## src/hw/rtl/assert_macros.svh

```systemverilog
// Assertion macros shared by the mailbox RTL; compiled out under SYNTHESIS.
`ifndef ASSERT_MACROS_SVH
`define ASSERT_MACROS_SVH
`ifndef SYNTHESIS
// Property must hold at every rising clock edge outside reset.
`define TMS_ASSERT(label, clk, rst, prop, msg) \
  label: assert property (@(posedge clk) disable iff (rst) prop) else $error(msg);
// Expression must never be true outside reset.
`define TMS_NEVER(label, clk, rst, expr, msg) \
  label: assert property (@(posedge clk) disable iff (rst) !(expr)) else $error(msg);
`else
`define TMS_ASSERT(label, clk, rst, prop, msg)
`define TMS_NEVER(label, clk, rst, expr, msg)
`endif
`endif

```

## src/hw/rtl/tms_pkg.sv

```systemverilog
// Shared types and constants of the tagged mailbox.
package tms_pkg;

  localparam int SLOTS       = 16;
  localparam int IDX_W       = $clog2(SLOTS);
  localparam int CNT_W       = IDX_W + 1;
  localparam int CFG_W       = 5;
  localparam int TAG_W       = 32;
  localparam int DATA_W      = 64;
  localparam int SLOTS_RESET = 16;

  typedef enum logic {
    CMD_SEND = 1'b0,
    CMD_READ = 1'b1
  } cmd_code_t;

  typedef enum logic [1:0] {
    ST_STORED = 2'd0,
    ST_FULL   = 2'd1,
    ST_FOUND  = 2'd2,
    ST_NONE   = 2'd3
  } status_t;

  typedef enum logic [1:0] {
    S_IDLE,
    S_SEND,
    S_READ
  } tms_state_t;

  // Controller to datapath.
  typedef struct packed {
    logic load;
    logic send_step;
    logic read_step;
  } tms_cmd_t;

  // Datapath to controller.
  typedef struct packed {
    logic send_done;
    logic read_done;
    logic out_free;
  } tms_stat_t;

endpackage

```

## src/hw/rtl/tms_in_if.sv

```systemverilog
// Request channel: command, tag and payload with valid/ready.
interface tms_in_if;
  logic                        valid;
  logic                        ready;
  logic                        command;
  logic [tms_pkg::TAG_W-1:0]   tag;
  logic [tms_pkg::DATA_W-1:0]  payload;

  modport source (output valid, command, tag, payload, input ready);
  modport sink   (input valid, command, tag, payload, output ready);
endinterface

```

## src/hw/rtl/tms_out_if.sv

```systemverilog
// Response channel: status, found tag and found payload with valid/ready.
interface tms_out_if;
  logic                        valid;
  logic                        ready;
  tms_pkg::status_t            status;
  logic [tms_pkg::TAG_W-1:0]   found_tag;
  logic [tms_pkg::DATA_W-1:0]  found_payload;

  modport source (output valid, status, found_tag, found_payload, input ready);
  modport sink   (input valid, status, found_tag, found_payload, output ready);
endinterface

```

## src/hw/rtl/tms_datapath.sv

```systemverilog
// Mailbox datapath: slot storage, presence flags, scan pointer and result register.
`include "assert_macros.svh"
module tms_datapath (
  input  logic                       clk,
  input  logic                       rst,
  input  logic                       cfg_wr_en,
  input  logic [tms_pkg::CFG_W-1:0]  cfg_wr_data,
  input  logic                       in_command,
  input  logic [tms_pkg::TAG_W-1:0]  in_tag,
  input  logic [tms_pkg::DATA_W-1:0] in_payload,
  input  tms_pkg::tms_cmd_t          cmd,
  output tms_pkg::tms_stat_t         stat,
  tms_out_if.source                  response
);
  import tms_pkg::*;

  logic [CFG_W-1:0]  slots_in_use;
  logic [CNT_W-1:0]  n;
  logic [SLOTS-1:0]  present;
  logic [TAG_W-1:0]  mem_tag  [SLOTS];
  logic [DATA_W-1:0] mem_data [SLOTS];
  logic [IDX_W-1:0]  wptr;
  logic [IDX_W-1:0]  p;
  logic [IDX_W-1:0]  p_wrap;
  logic [IDX_W-1:0]  start;
  logic [CNT_W-1:0]  p_inc;
  logic [CNT_W-1:0]  cnt;
  logic              rd_valid;
  logic [IDX_W-1:0]  rd_idx;
  logic [TAG_W-1:0]  rd_tag;
  logic [DATA_W-1:0] rd_data;
  logic [TAG_W-1:0]  tag_q;
  logic [DATA_W-1:0] data_q;
  logic              out_valid;
  status_t           out_status;
  logic [TAG_W-1:0]  out_tag;
  logic [DATA_W-1:0] out_data;

  logic              send_exhausted;
  logic              send_store;
  logic              read_hit;
  logic              read_exhausted;
  logic              commit;
  status_t           res_status;
  logic [TAG_W-1:0]  res_tag;
  logic [DATA_W-1:0] res_data;

  always_comb begin
    if (int'(slots_in_use) > SLOTS) begin
      n = CNT_W'(SLOTS);
    end else begin
      n = CNT_W'(slots_in_use);
    end
  end

  assign p_inc  = CNT_W'(p) + CNT_W'(1);
  assign p_wrap = (p_inc < n) ? IDX_W'(p_inc) : '0;
  // Restart at slot 0 when the pointer lies outside the window.
  assign start  = (CNT_W'(wptr) < n) ? wptr : '0;

  assign send_exhausted = (cnt == n);
  assign send_store     = !send_exhausted && !present[p];
  assign read_hit       = rd_valid && present[rd_idx] &&
                          ((tag_q == '0) || (rd_tag == tag_q));
  assign read_exhausted = !rd_valid && (cnt == n);

  assign stat.send_done = send_exhausted || !present[p];
  assign stat.read_done = read_hit || read_exhausted;
  assign stat.out_free  = !out_valid || response.ready;

  assign commit = (cmd.send_step && stat.send_done) ||
                  (cmd.read_step && stat.read_done);

  always_comb begin
    res_status = ST_NONE;
    res_tag    = '0;
    res_data   = '0;
    if (cmd.send_step) begin
      res_status = send_store ? ST_STORED : ST_FULL;
    end else if (read_hit) begin
      res_status = ST_FOUND;
      res_tag    = rd_tag;
      res_data   = rd_data;
    end
  end

  always_ff @(posedge clk) begin
    if (rst) begin
      slots_in_use <= CFG_W'(SLOTS_RESET);
      present      <= '0;
      wptr         <= '0;
      p            <= '0;
      cnt          <= '0;
      rd_valid     <= 1'b0;
      out_valid    <= 1'b0;
    end else begin
      if (cfg_wr_en) begin
        slots_in_use <= cfg_wr_data;
      end
      if (commit) begin
        out_valid <= 1'b1;
      end else if (response.valid && response.ready) begin
        out_valid <= 1'b0;
      end
      if (cmd.load) begin
        cnt      <= '0;
        rd_valid <= 1'b0;
        p        <= (in_command == CMD_READ) ? '0 : start;
      end
      if (cmd.send_step) begin
        if (send_store) begin
          present[p] <= 1'b1;
          wptr       <= p;
        end else if (send_exhausted) begin
          // Full turn: pointer is back at the start slot.
          if (n != '0) begin
            wptr <= p;
          end
        end else begin
          p   <= p_wrap;
          cnt <= cnt + CNT_W'(1);
        end
      end
      if (cmd.read_step) begin
        // Issue the next slot while the previous one is compared.
        if (cnt < n) begin
          rd_valid <= 1'b1;
          p        <= IDX_W'(p_inc);
          cnt      <= cnt + CNT_W'(1);
        end else begin
          rd_valid <= 1'b0;
        end
        if (read_hit) begin
          present[rd_idx] <= 1'b0;
        end
      end
    end
  end

  always_ff @(posedge clk) begin
    if (cmd.load) begin
      tag_q  <= in_tag;
      data_q <= in_payload;
    end
    if (cmd.send_step && send_store) begin
      mem_tag[p]  <= tag_q;
      mem_data[p] <= data_q;
    end
    if (cmd.read_step) begin
      rd_tag  <= mem_tag[p];
      rd_data <= mem_data[p];
      rd_idx  <= p;
    end
    if (commit) begin
      out_status <= res_status;
      out_tag    <= res_tag;
      out_data   <= res_data;
    end
  end

  assign response.valid         = out_valid;
  assign response.status        = out_status;
  assign response.found_tag     = out_tag;
  assign response.found_payload = out_data;

  `TMS_NEVER(a_no_overwrite, clk, rst, commit && out_valid && !response.ready, "result overwritten")
  `TMS_ASSERT(a_cnt_in_window, clk, rst, (cmd.send_step || cmd.read_step) |-> (cnt <= n), "scan ran past window")
  `TMS_ASSERT(a_found_frees, clk, rst, (cmd.read_step && read_hit) |=> !present[$past(rd_idx)], "found slot not freed")
endmodule

```

## src/hw/rtl/tms_ctrl.sv

```systemverilog
// Mailbox controller: sequences one send or read scan at a time.
`include "assert_macros.svh"
module tms_ctrl (
  input  logic                clk,
  input  logic                rst,
  input  logic                in_valid,
  input  logic                in_command,
  output logic                in_ready,
  input  tms_pkg::tms_stat_t  stat,
  output tms_pkg::tms_cmd_t   cmd
);
  import tms_pkg::*;

  tms_state_t state;
  tms_state_t state_next;

  always_ff @(posedge clk) begin
    if (rst) begin
      state <= S_IDLE;
    end else begin
      state <= state_next;
    end
  end

  always_comb begin
    state_next = state;
    unique case (state)
      S_IDLE: begin
        if (in_valid) begin
          state_next = (in_command == CMD_READ) ? S_READ : S_SEND;
        end
      end
      S_SEND: begin
        if (stat.out_free && stat.send_done) begin
          state_next = S_IDLE;
        end
      end
      S_READ: begin
        if (stat.out_free && stat.read_done) begin
          state_next = S_IDLE;
        end
      end
      default: state_next = S_IDLE;
    endcase
  end

  always_comb begin
    in_ready      = 1'b0;
    cmd.load      = 1'b0;
    cmd.send_step = 1'b0;
    cmd.read_step = 1'b0;
    unique case (state)
      S_IDLE: begin
        in_ready = 1'b1;
        cmd.load = in_valid;
      end
      // Hold the scan while the result register is still occupied.
      S_SEND: cmd.send_step = stat.out_free;
      S_READ: cmd.read_step = stat.out_free;
      default: in_ready = 1'b0;
    endcase
  end

  `TMS_ASSERT(a_accept_leaves_idle, clk, rst, (in_valid && in_ready) |=> (state != S_IDLE), "accepted transaction not started")
endmodule

```

## src/hw/rtl/tagged_mailbox_slots.sv

```systemverilog
// Top level of the tagged mailbox: controller plus datapath.
//
// A request transaction carries command (0 send, 1 read), tag and payload.
// A send stores the item in the first free slot at or after the write
// pointer, wrapping over the slots in use; a read takes and frees the
// first present slot from slot 0 whose tag matches (tag 0 matches any).
// Every request gives exactly one response transaction with status,
// found_tag and found_payload (the last two zero unless a message was found).
// slots_in_use is written through cfg_wr_en / cfg_wr_data; the user must
// write it only while idle, which the block itself does not enforce.
// One item is worked on at a time, one slot per cycle by the scan pointer.
// A send probes from its start slot until it stores or has probed all n
// slots in use and is full; a read issues slots from slot 0 and compares
// each through the registered slot memory read, giving none when nothing
// matches; with n = 0 a send is full and a read gives none without probing.
// The next request is accepted the cycle after the result is registered,
// even while that result still waits; a response stall holds the scan.
// Reset clears all presence flags, the write pointer and the response valid,
// and sets slots_in_use to 16.
module tagged_mailbox_slots (
  input  logic                      clk,
  input  logic                      rst,
  input  logic                      cfg_wr_en,
  input  logic [tms_pkg::CFG_W-1:0] cfg_wr_data,
  tms_in_if.sink                    request,
  tms_out_if.source                 response
);
  import tms_pkg::*;

  tms_cmd_t  cmd;
  tms_stat_t stat;
  logic      in_ready;

  assign request.ready = in_ready;

  tms_ctrl u_ctrl (
    .clk        (clk),
    .rst        (rst),
    .in_valid   (request.valid),
    .in_command (request.command),
    .in_ready   (in_ready),
    .stat       (stat),
    .cmd        (cmd)
  );

  tms_datapath u_datapath (
    .clk         (clk),
    .rst         (rst),
    .cfg_wr_en   (cfg_wr_en),
    .cfg_wr_data (cfg_wr_data),
    .in_command  (request.command),
    .in_tag      (request.tag),
    .in_payload  (request.payload),
    .cmd         (cmd),
    .stat        (stat),
    .response    (response)
  );
endmodule

```

## src/flat_wrapper.sv

```systemverilog
// flat-port wrapper written by rule: the top's interface ports become plain ports
module tagged_mailbox_slots_flat import tms_pkg::*;
  (clk, rst, cfg_wr_en, cfg_wr_data, request_valid, request_command, request_tag, request_payload, request_ready, response_valid, response_status, response_found_tag, response_found_payload, response_ready);
  tms_in_if request_i ();
  tms_out_if response_i ();
  input  logic clk;
  input  logic rst;
  input  logic cfg_wr_en;
  input  logic [tms_pkg::CFG_W-1:0] cfg_wr_data;
  input wire logic [$bits(request_i.valid)-1:0] request_valid;
  input wire logic [$bits(request_i.command)-1:0] request_command;
  input wire logic [$bits(request_i.tag)-1:0] request_tag;
  input wire logic [$bits(request_i.payload)-1:0] request_payload;
  output wire logic [$bits(request_i.ready)-1:0] request_ready;
  output wire logic [$bits(response_i.valid)-1:0] response_valid;
  output wire logic [$bits(response_i.status)-1:0] response_status;
  output wire logic [$bits(response_i.found_tag)-1:0] response_found_tag;
  output wire logic [$bits(response_i.found_payload)-1:0] response_found_payload;
  input wire logic [$bits(response_i.ready)-1:0] response_ready;
  assign request_i.valid = request_valid;
  assign request_i.command = request_command;
  assign request_i.tag = request_tag;
  assign request_i.payload = request_payload;
  assign request_ready = request_i.ready;
  assign response_valid = response_i.valid;
  assign response_status = response_i.status;
  assign response_found_tag = response_i.found_tag;
  assign response_found_payload = response_i.found_payload;
  assign response_i.ready = response_ready;
  tagged_mailbox_slots u_core (.clk(clk), .rst(rst), .cfg_wr_en(cfg_wr_en), .cfg_wr_data(cfg_wr_data), .request(request_i), .response(response_i));
endmodule
```

## config.mk

```make
export PLATFORM = sky130hd
export DESIGN_NAME = tagged_mailbox_slots_flat
export DESIGN_NICKNAME = d
export VERILOG_FILES = /design/src/hw/rtl/tms_pkg.sv /design/src/hw/rtl/tms_in_if.sv /design/src/hw/rtl/tms_out_if.sv /design/src/hw/rtl/tms_datapath.sv /design/src/hw/rtl/tms_ctrl.sv /design/src/hw/rtl/tagged_mailbox_slots.sv /design/src/flat_wrapper.sv
export VERILOG_INCLUDE_DIRS = /design/src /design/src/hw/rtl
export SDC_FILE = /design/constraint.sdc
export NUM_CORES = 2
export LEC_CHECK = 0
export BUFFER_PORTS_ARGS = -buffer_cell sky130_fd_sc_hd__buf_2
export CAP_MARGIN = 10
export CORE_UTILIZATION = 35
export DETAILED_ROUTE_END_ITERATION = 12
export GPL_TIMING_DRIVEN = 0
export PLACE_DENSITY = 0.6
export RECOVER_POWER = 25
export SYNTH_ARGS = -nofsm -noshare
export SYNTH_HDL_FRONTEND = slang
export SYNTH_HIERARCHICAL = 1
export SYNTH_SLANG_ARGS = --single-unit
export TNS_END_PERCENT = 1
```

## constraint.sdc

```tcl
create_clock -name clk -period 14.5 [get_ports clk]
set_input_delay 3.625 -clock clk [delete_from_list [all_inputs] [get_ports clk]]
set_output_delay 3.625 -clock clk [all_outputs]
set_load 0.005 [all_outputs]
```

### Word-level counts from Yosys, hierarchy flattened

Memory sizes are Yosys's and may differ from the RTL's. A register that Yosys moved wholly into a read port is not among the register bits.
Cells that the tools add are included.

| operators by class | value |
|---|---|
| $add $sub $neg | 2 |
| mux-type cells | 51 |
| equal/unequal tests | 7 |
| magnitude comparators | 8 |
| bitwise operators | 4 |
| reductions and logical operators | 31 |

Operators with widths:

| operator | number |
|---|---|
| $mux 16 | 5 |
| $mux 4 | 12 |
| $mux 5 | 7 |
| $eq 32x32->1 | 1 |
| $logic_not 32->1 | 1 |
| $mux 1 | 17 |
| $and 16x16->16 | 1 |
| $not 16->16 | 1 |
| $or 16x16->16 | 1 |
| $logic_and 1x1->1 | 12 |
| $lt 4x5->1 const B | 2 |
| $lt 5x5->1 | 2 |
| $mux 2 | 5 |
| $bmux 1 s4 | 2 |
| $demux 1 s4 | 2 |
| $ge 4x1->1 const B | 2 |
| $reduce_bool 2->1 | 4 |
| $ne 2x2->1 const B | 3 |
| $pmux 2 s3 | 1 |
| $reduce_and 3->1 | 2 |
| $add 4x1->5 const B | 1 |
| $add 5x1->5 const B | 1 |
| $eq 5x5->1 | 1 |
| $gt 5x5->1 const B | 1 |
| 9 further kinds | 16 |

| storage, ports and cells | value |
|---|---|
| output and inout port bits | 100 |
| bits of input ports | 107 |
| word-level logic and storage cells | 119 |
| memories | 2 |
| bits in writable memories | 1536 |
| register bits after elaboration | 236 |

Memories:

| name | words | bits a word | rd ports | clocked after memory_dff | wr ports | line | text |
|---|---|---|---|---|---|---|---|
| u_core.u_datapath.mem_data | 16 | 64 | 1 | 1 | 1 | tms_datapath.sv:21 | `logic [DATA_W-1:0] mem_data [SLOTS];` |
| u_core.u_datapath.mem_tag | 16 | 32 | 1 | 1 | 1 | tms_datapath.sv:20 | `logic [TAG_W-1:0] mem_tag [SLOTS];` |

### Longest topological paths before layout

| depth | value |
|---|---|
| depth after elaboration | 11 |
| mapped depth | 12 |
| mapped depth without buffers | 9 |

### Hierarchy

The synthesis kept the hierarchy.

By module, submodules not included:

| module | area each (µm²) | cells an instance | sequential area each (µm²) | instances |
|---|---|---|---|---|
| tms_datapath | 69749.4 | 2881 | 55673.4 | 1 |
| tms_ctrl | 116.4 | 14 | 40.0 | 1 |

### Worst setup path after synthesis

No wires, ideal clock.

| timing | value |
|---|---|
| path kind | input to register |
| start point | input port response_ready |
| end point | register u_core.u_datapath.out_data[0] (netlist: u_core/u_datapath/response.found_payload[0]), enable pin |
| data required time | 14035 ps |
| library setup time | 465 ps |
| buffers on the path | 0 |
| setup slack | 3163 ps |
| stages | 5 |
| arrival time | 10872 ps |
| path through | nor2b_1 inv_1 nand2_1 nor2_1 o22a_1 |

RTL lines:

| item | line | text |
|---|---|---|
| start: declaration | flat_wrapper.sv:19 | `input wire logic [$bits(response_i.ready)-1:0] response_ready;` |
| end signal: assignment | tms_datapath.sv:157 | `out_data <= res_data;` |
| end: declaration | tms_datapath.sv:37 | `logic [DATA_W-1:0] out_data;` |

==> flow_summary_export.csv <==
group,metric,value,unit
synth,synth-seq-cells,1868,
synth,synth_area_leaders,"edfxtp_1, mux4_2, dfxtp_1",
critical_path,reg2reg_slack,10020,ps
clocking,root_buffer,"clkbuf_16",
clocking,cts.clk_slew.worst_paths,60,ps
outcome,outcome,"completed",
run,cap_viol_max_count,0,
hold_path,min_path_cells,0,
power_and_ir_drop,pwr-share-seq,55.8,%
global_routing,antenna_found_initial,16,
critical_path,cp-start-kind,"primary input",
floorplanning,dieArea,0.201,mm²
route,initialDrtViolationCount,3582,
cells_and_area,drive_gt1_share,29.5,%
sta,period_share,42.8,%
sta,tightestPinTransition,1330,ps
power_and_ir_drop,vdd_drop_max,0.120,mV
cells_and_area,finalNonFillerCells,6125,
critical_path,startpoint,"response_ready",
global_routing,gr-usage-all-layers,17.3,%
route,drc,0,
power_and_ir_drop,p_comb_share,4.0,%
power_and_ir_drop,switching_power,2.33,mW
cells_and_area,area_growth,16.0,%
placed_design,gp_congestion,0.750,
route,viasPerCell,5.25,
route,wl,176000,µm
clocking,cts_tree,"yes",
synth,ys.flop_type,"edfxtp_1",
cells_and_area,stdcell_area,0.0810,mm²
global_routing,grt_max_degree,55,
synth,synth_edf_count,1830,
synth,ys_seq_area_share,79.7,%
clocking,cts.htree.levels,4,
power_and_ir_drop,total_power,11.0,mW
power_and_ir_drop,leakagePower,24.5,nW
cells_and_area,nNetsFinal,3459,
global_routing,grt_pass1_vias,32400,
placed_design,dp_hpwl,105000,µm
sta,post-route-min-period,6200,ps
clocking,post_cts.repair.setup_buffers,0,
sta,fin_worst_skew,27.3,ps
clocking,ctsHoldBuffers,0,
synth,synth_cells,2895,
synth,synthDominantCellAreaShare,78.7,%
critical_path,cp_max_fo,38,
clocking,clk_latency,820,ps
clocking,ctsResizeCount,0,
placed_design,numPortBuffers,205,
hold_path,hp-class,"flop to flop",
clocking,numCtsBuffers,179,
route,wl_per_cell,28.7,µm
floorplanning,rows,163,
sta,hold_ws,425,ps
critical_path,crit_type,"primary input to flop",
power_and_ir_drop,power_density,136,mW/mm²
critical_path,reg2reg_to,"u_core/u_datapath/mem_data[2][39]",
critical_path,r2r_cells,8,
clocking,clk_path_buf_depth,3,
route,route.met3.wl,11300,µm
power_and_ir_drop,pwr-share-clk,40.3,%
power_and_ir_drop,intPower,8.70,mW
synth,syn_area,0.0699,mm²
synth,synth_cell_types,56,
hold_path,hp-start,"u_core/u_datapath/p[3]",
critical_path,reg2reg_from,"u_core/u_datapath/p[0]",
sta,max_slew_margin,11.6,%
route,highest_layer,"met4",
route,firstDrtPassIters,5,
route,drt-met1-wl,73000,µm
synth,synth_nets,3019,
route,met2RoutedLength,87900,µm
sta,finalHoldViolCount,0,
floorplanning,start_util,35.3,%
global_routing,grt-ovfl-total,0,
sta,setup_viol,0,
floorplanning,io_pins,207,
sta,max_freq,0.161,GHz
synth,yosysWarnings,6,
hold_path,hold_end,"u_core/u_datapath/rd_idx[3]",
floorplanning,fp.dieW,449,µm
placed_design,dp_cells,5785,
floorplanning,core,0.198,mm²
power_and_ir_drop,swShare,21.1,%
synth,synth_area_leader_cell,"edfxtp_1",
synth,ys_async_sr_fraction,0,%
global_routing,grt_pass1_wl,247000,µm
clocking,clock_sinks,1868,
route,via_count,32200,
critical_path,worstPathArrival,6690,ps
sta,tns,0,ps
floorplanning,die_y,449,µm
critical_path,worstSetupEndpointType,"flop",
route,ant_nets,0,
placed_design,placed_cell_area,0.0754,mm²
sta,rsz0062_at_grt,"no",
synth,post_synth.cell_area_avg,24.1,µm²
sta,slew_viol_final,0,
critical_path,critical_path_required,14980,ps
[worst max-delay path: stages]
cell and delay, ps:
buf_2 70, nor2b_1 60, inv_1 110, and3b_2 300
o211ai_1 250, a311oi_1 660, and2_4 870, buf_16 350
buf_12 270
[worst max-delay path by stage]
stage	to	slack, ps	cells past startpoint
global route	u_core/u_datapath/mem_data[0][39]	8160	9
detailed placement	u_core/u_datapath/mem_data[2][39]	7510	9
global placement	u_core/u_datapath/response.found_payload[36]	-4480	6
finish	u_core/u_datapath/mem_data[2][39]	8300	9
CTS	u_core/u_datapath/mem_data[2][39]	8370	9
floorplan	u_core/u_datapath/response.found_payload[0]	3160	5
[stage by stage]
| stage | util (%) | setup WS [ps] |
|---|---|---|
| after floorplan | - | 3160 |
| after global placement | 37.5 | -4480 |
| after detailed placement | 38.1 | 7510 |
| after CTS | 40.9 | 8370 |
| after global routing | 41.0 | 8160 |
| final | 41.0 | 8300 |
[layer usage]
metal | GRT usage (%) | up-vias
met4 | 4.49 | 0
met3 | 2.60 | 194
met5 | 0 | -
met1 | 23.7 | 17500
li1 | - | 13200
met2 | 28.8 | 1251
[cell usage after synthesis (all sizes together), types with 2 or more instances]
cell and instances:
nand4 12, mux4 485, o21ai 27, xnor2 33, nor4 11, or3b 3
mux2 5, a21oi 8, nor2b 5, nand2 29, o211ai 4, o31ai 2
a21o 2, a2bb2oi 2, nor3 5, and3 3, inv 15, nand3b 4
clkbuf 76, ha 17, or3 2, a31oi 18, dfxtp 38, buf 61
edfxtp 1830, o22a 3, a311oi 2, and2 115, nand3 12, o211a 3
or2 3, nand2b 5, a211o 2, nor2 25, mux2i 14
[layout by cell type (no fill, tap or decap), types with 12 or more instances in the layout]
master,Yosys,layout
edfxtp_1,1830,1830
inv_1,15,15
nand2_1,29,29
o21ai_0,26,26
dfxtp_1,38,38
ha_1,17,17
clkbuf_1,76,120
clkinv_1,0,51
nor2_1,25,24
and2_1,115,98
mux4_2,485,485
buf_1,43,42
mux2i_1,14,14
xnor2_1,33,33
and2_4,0,17
a31oi_1,18,18
buf_2,17,223
clkbuf_16,0,182
nand3_1,12,12
clkinv_2,0,27
buf_16,0,31
[cell type report]
cell class | count | area, µm²
sequential | 1868 | 55700
antenna | 2 | 5.00
clock inverter | 103 | 776
fill | 17300 | 117000
tap | 2640 | 3300
clock buffer | 226 | 4720
multi-input combinational | 875 | 13600
buffer | 137 | 544
inverter | 15 | 56.3
timing repair buffer | 259 | 2280
[power groups by stage]
stage / sequential [mW] / combinational [mW] / clock (mW)
after floorplan: 6.22 / 0.262 / 0
after global placement: 6.28 / 0.425 / 0
after detailed placement: 6.26 / 0.444 / 0
after CTS: 6.15 / 0.445 / 4.54
after global routing: 6.16 / 0.466 / 4.73
final: 6.15 / 0.437 / 4.44
[registers in the layout, indices dropped and copies added, names as in the netlist, 16 cells and up]
signal                                    cells
u_core/u_datapath/mem_tag                   512
u_core/u_datapath/rd_data                    64
u_core/u_datapath/response.found_payload     64
u_core/u_datapath/present                    16
u_core/u_datapath/tag_q                      32
u_core/u_datapath/response.found_tag         32
u_core/u_datapath/data_q                     64
u_core/u_datapath/mem_data                 1024
u_core/u_datapath/rd_tag                     32
[logic make-up (layout without fill, tap and decap cells)]
family | Yosys count | count (layout) | synth area share (%)
flip-flops | 1868 | 1868 | 79.7
XOR/XNOR | 34 | 34 | 0.426
adder cells (fa/ha/maj) | 17 | 17 | 0.304
AO/OA/AOI/OAI | 81 | 81 | 0.774
buffers and inverters | 152 | 740 | 0.858
multiplexers | 504 | 504 | 15.9
AND/OR/NAND/NOR | 239 | 239 | 1.98
other | 0 | 2 | 0
Power figures use the tool's default switching activity.
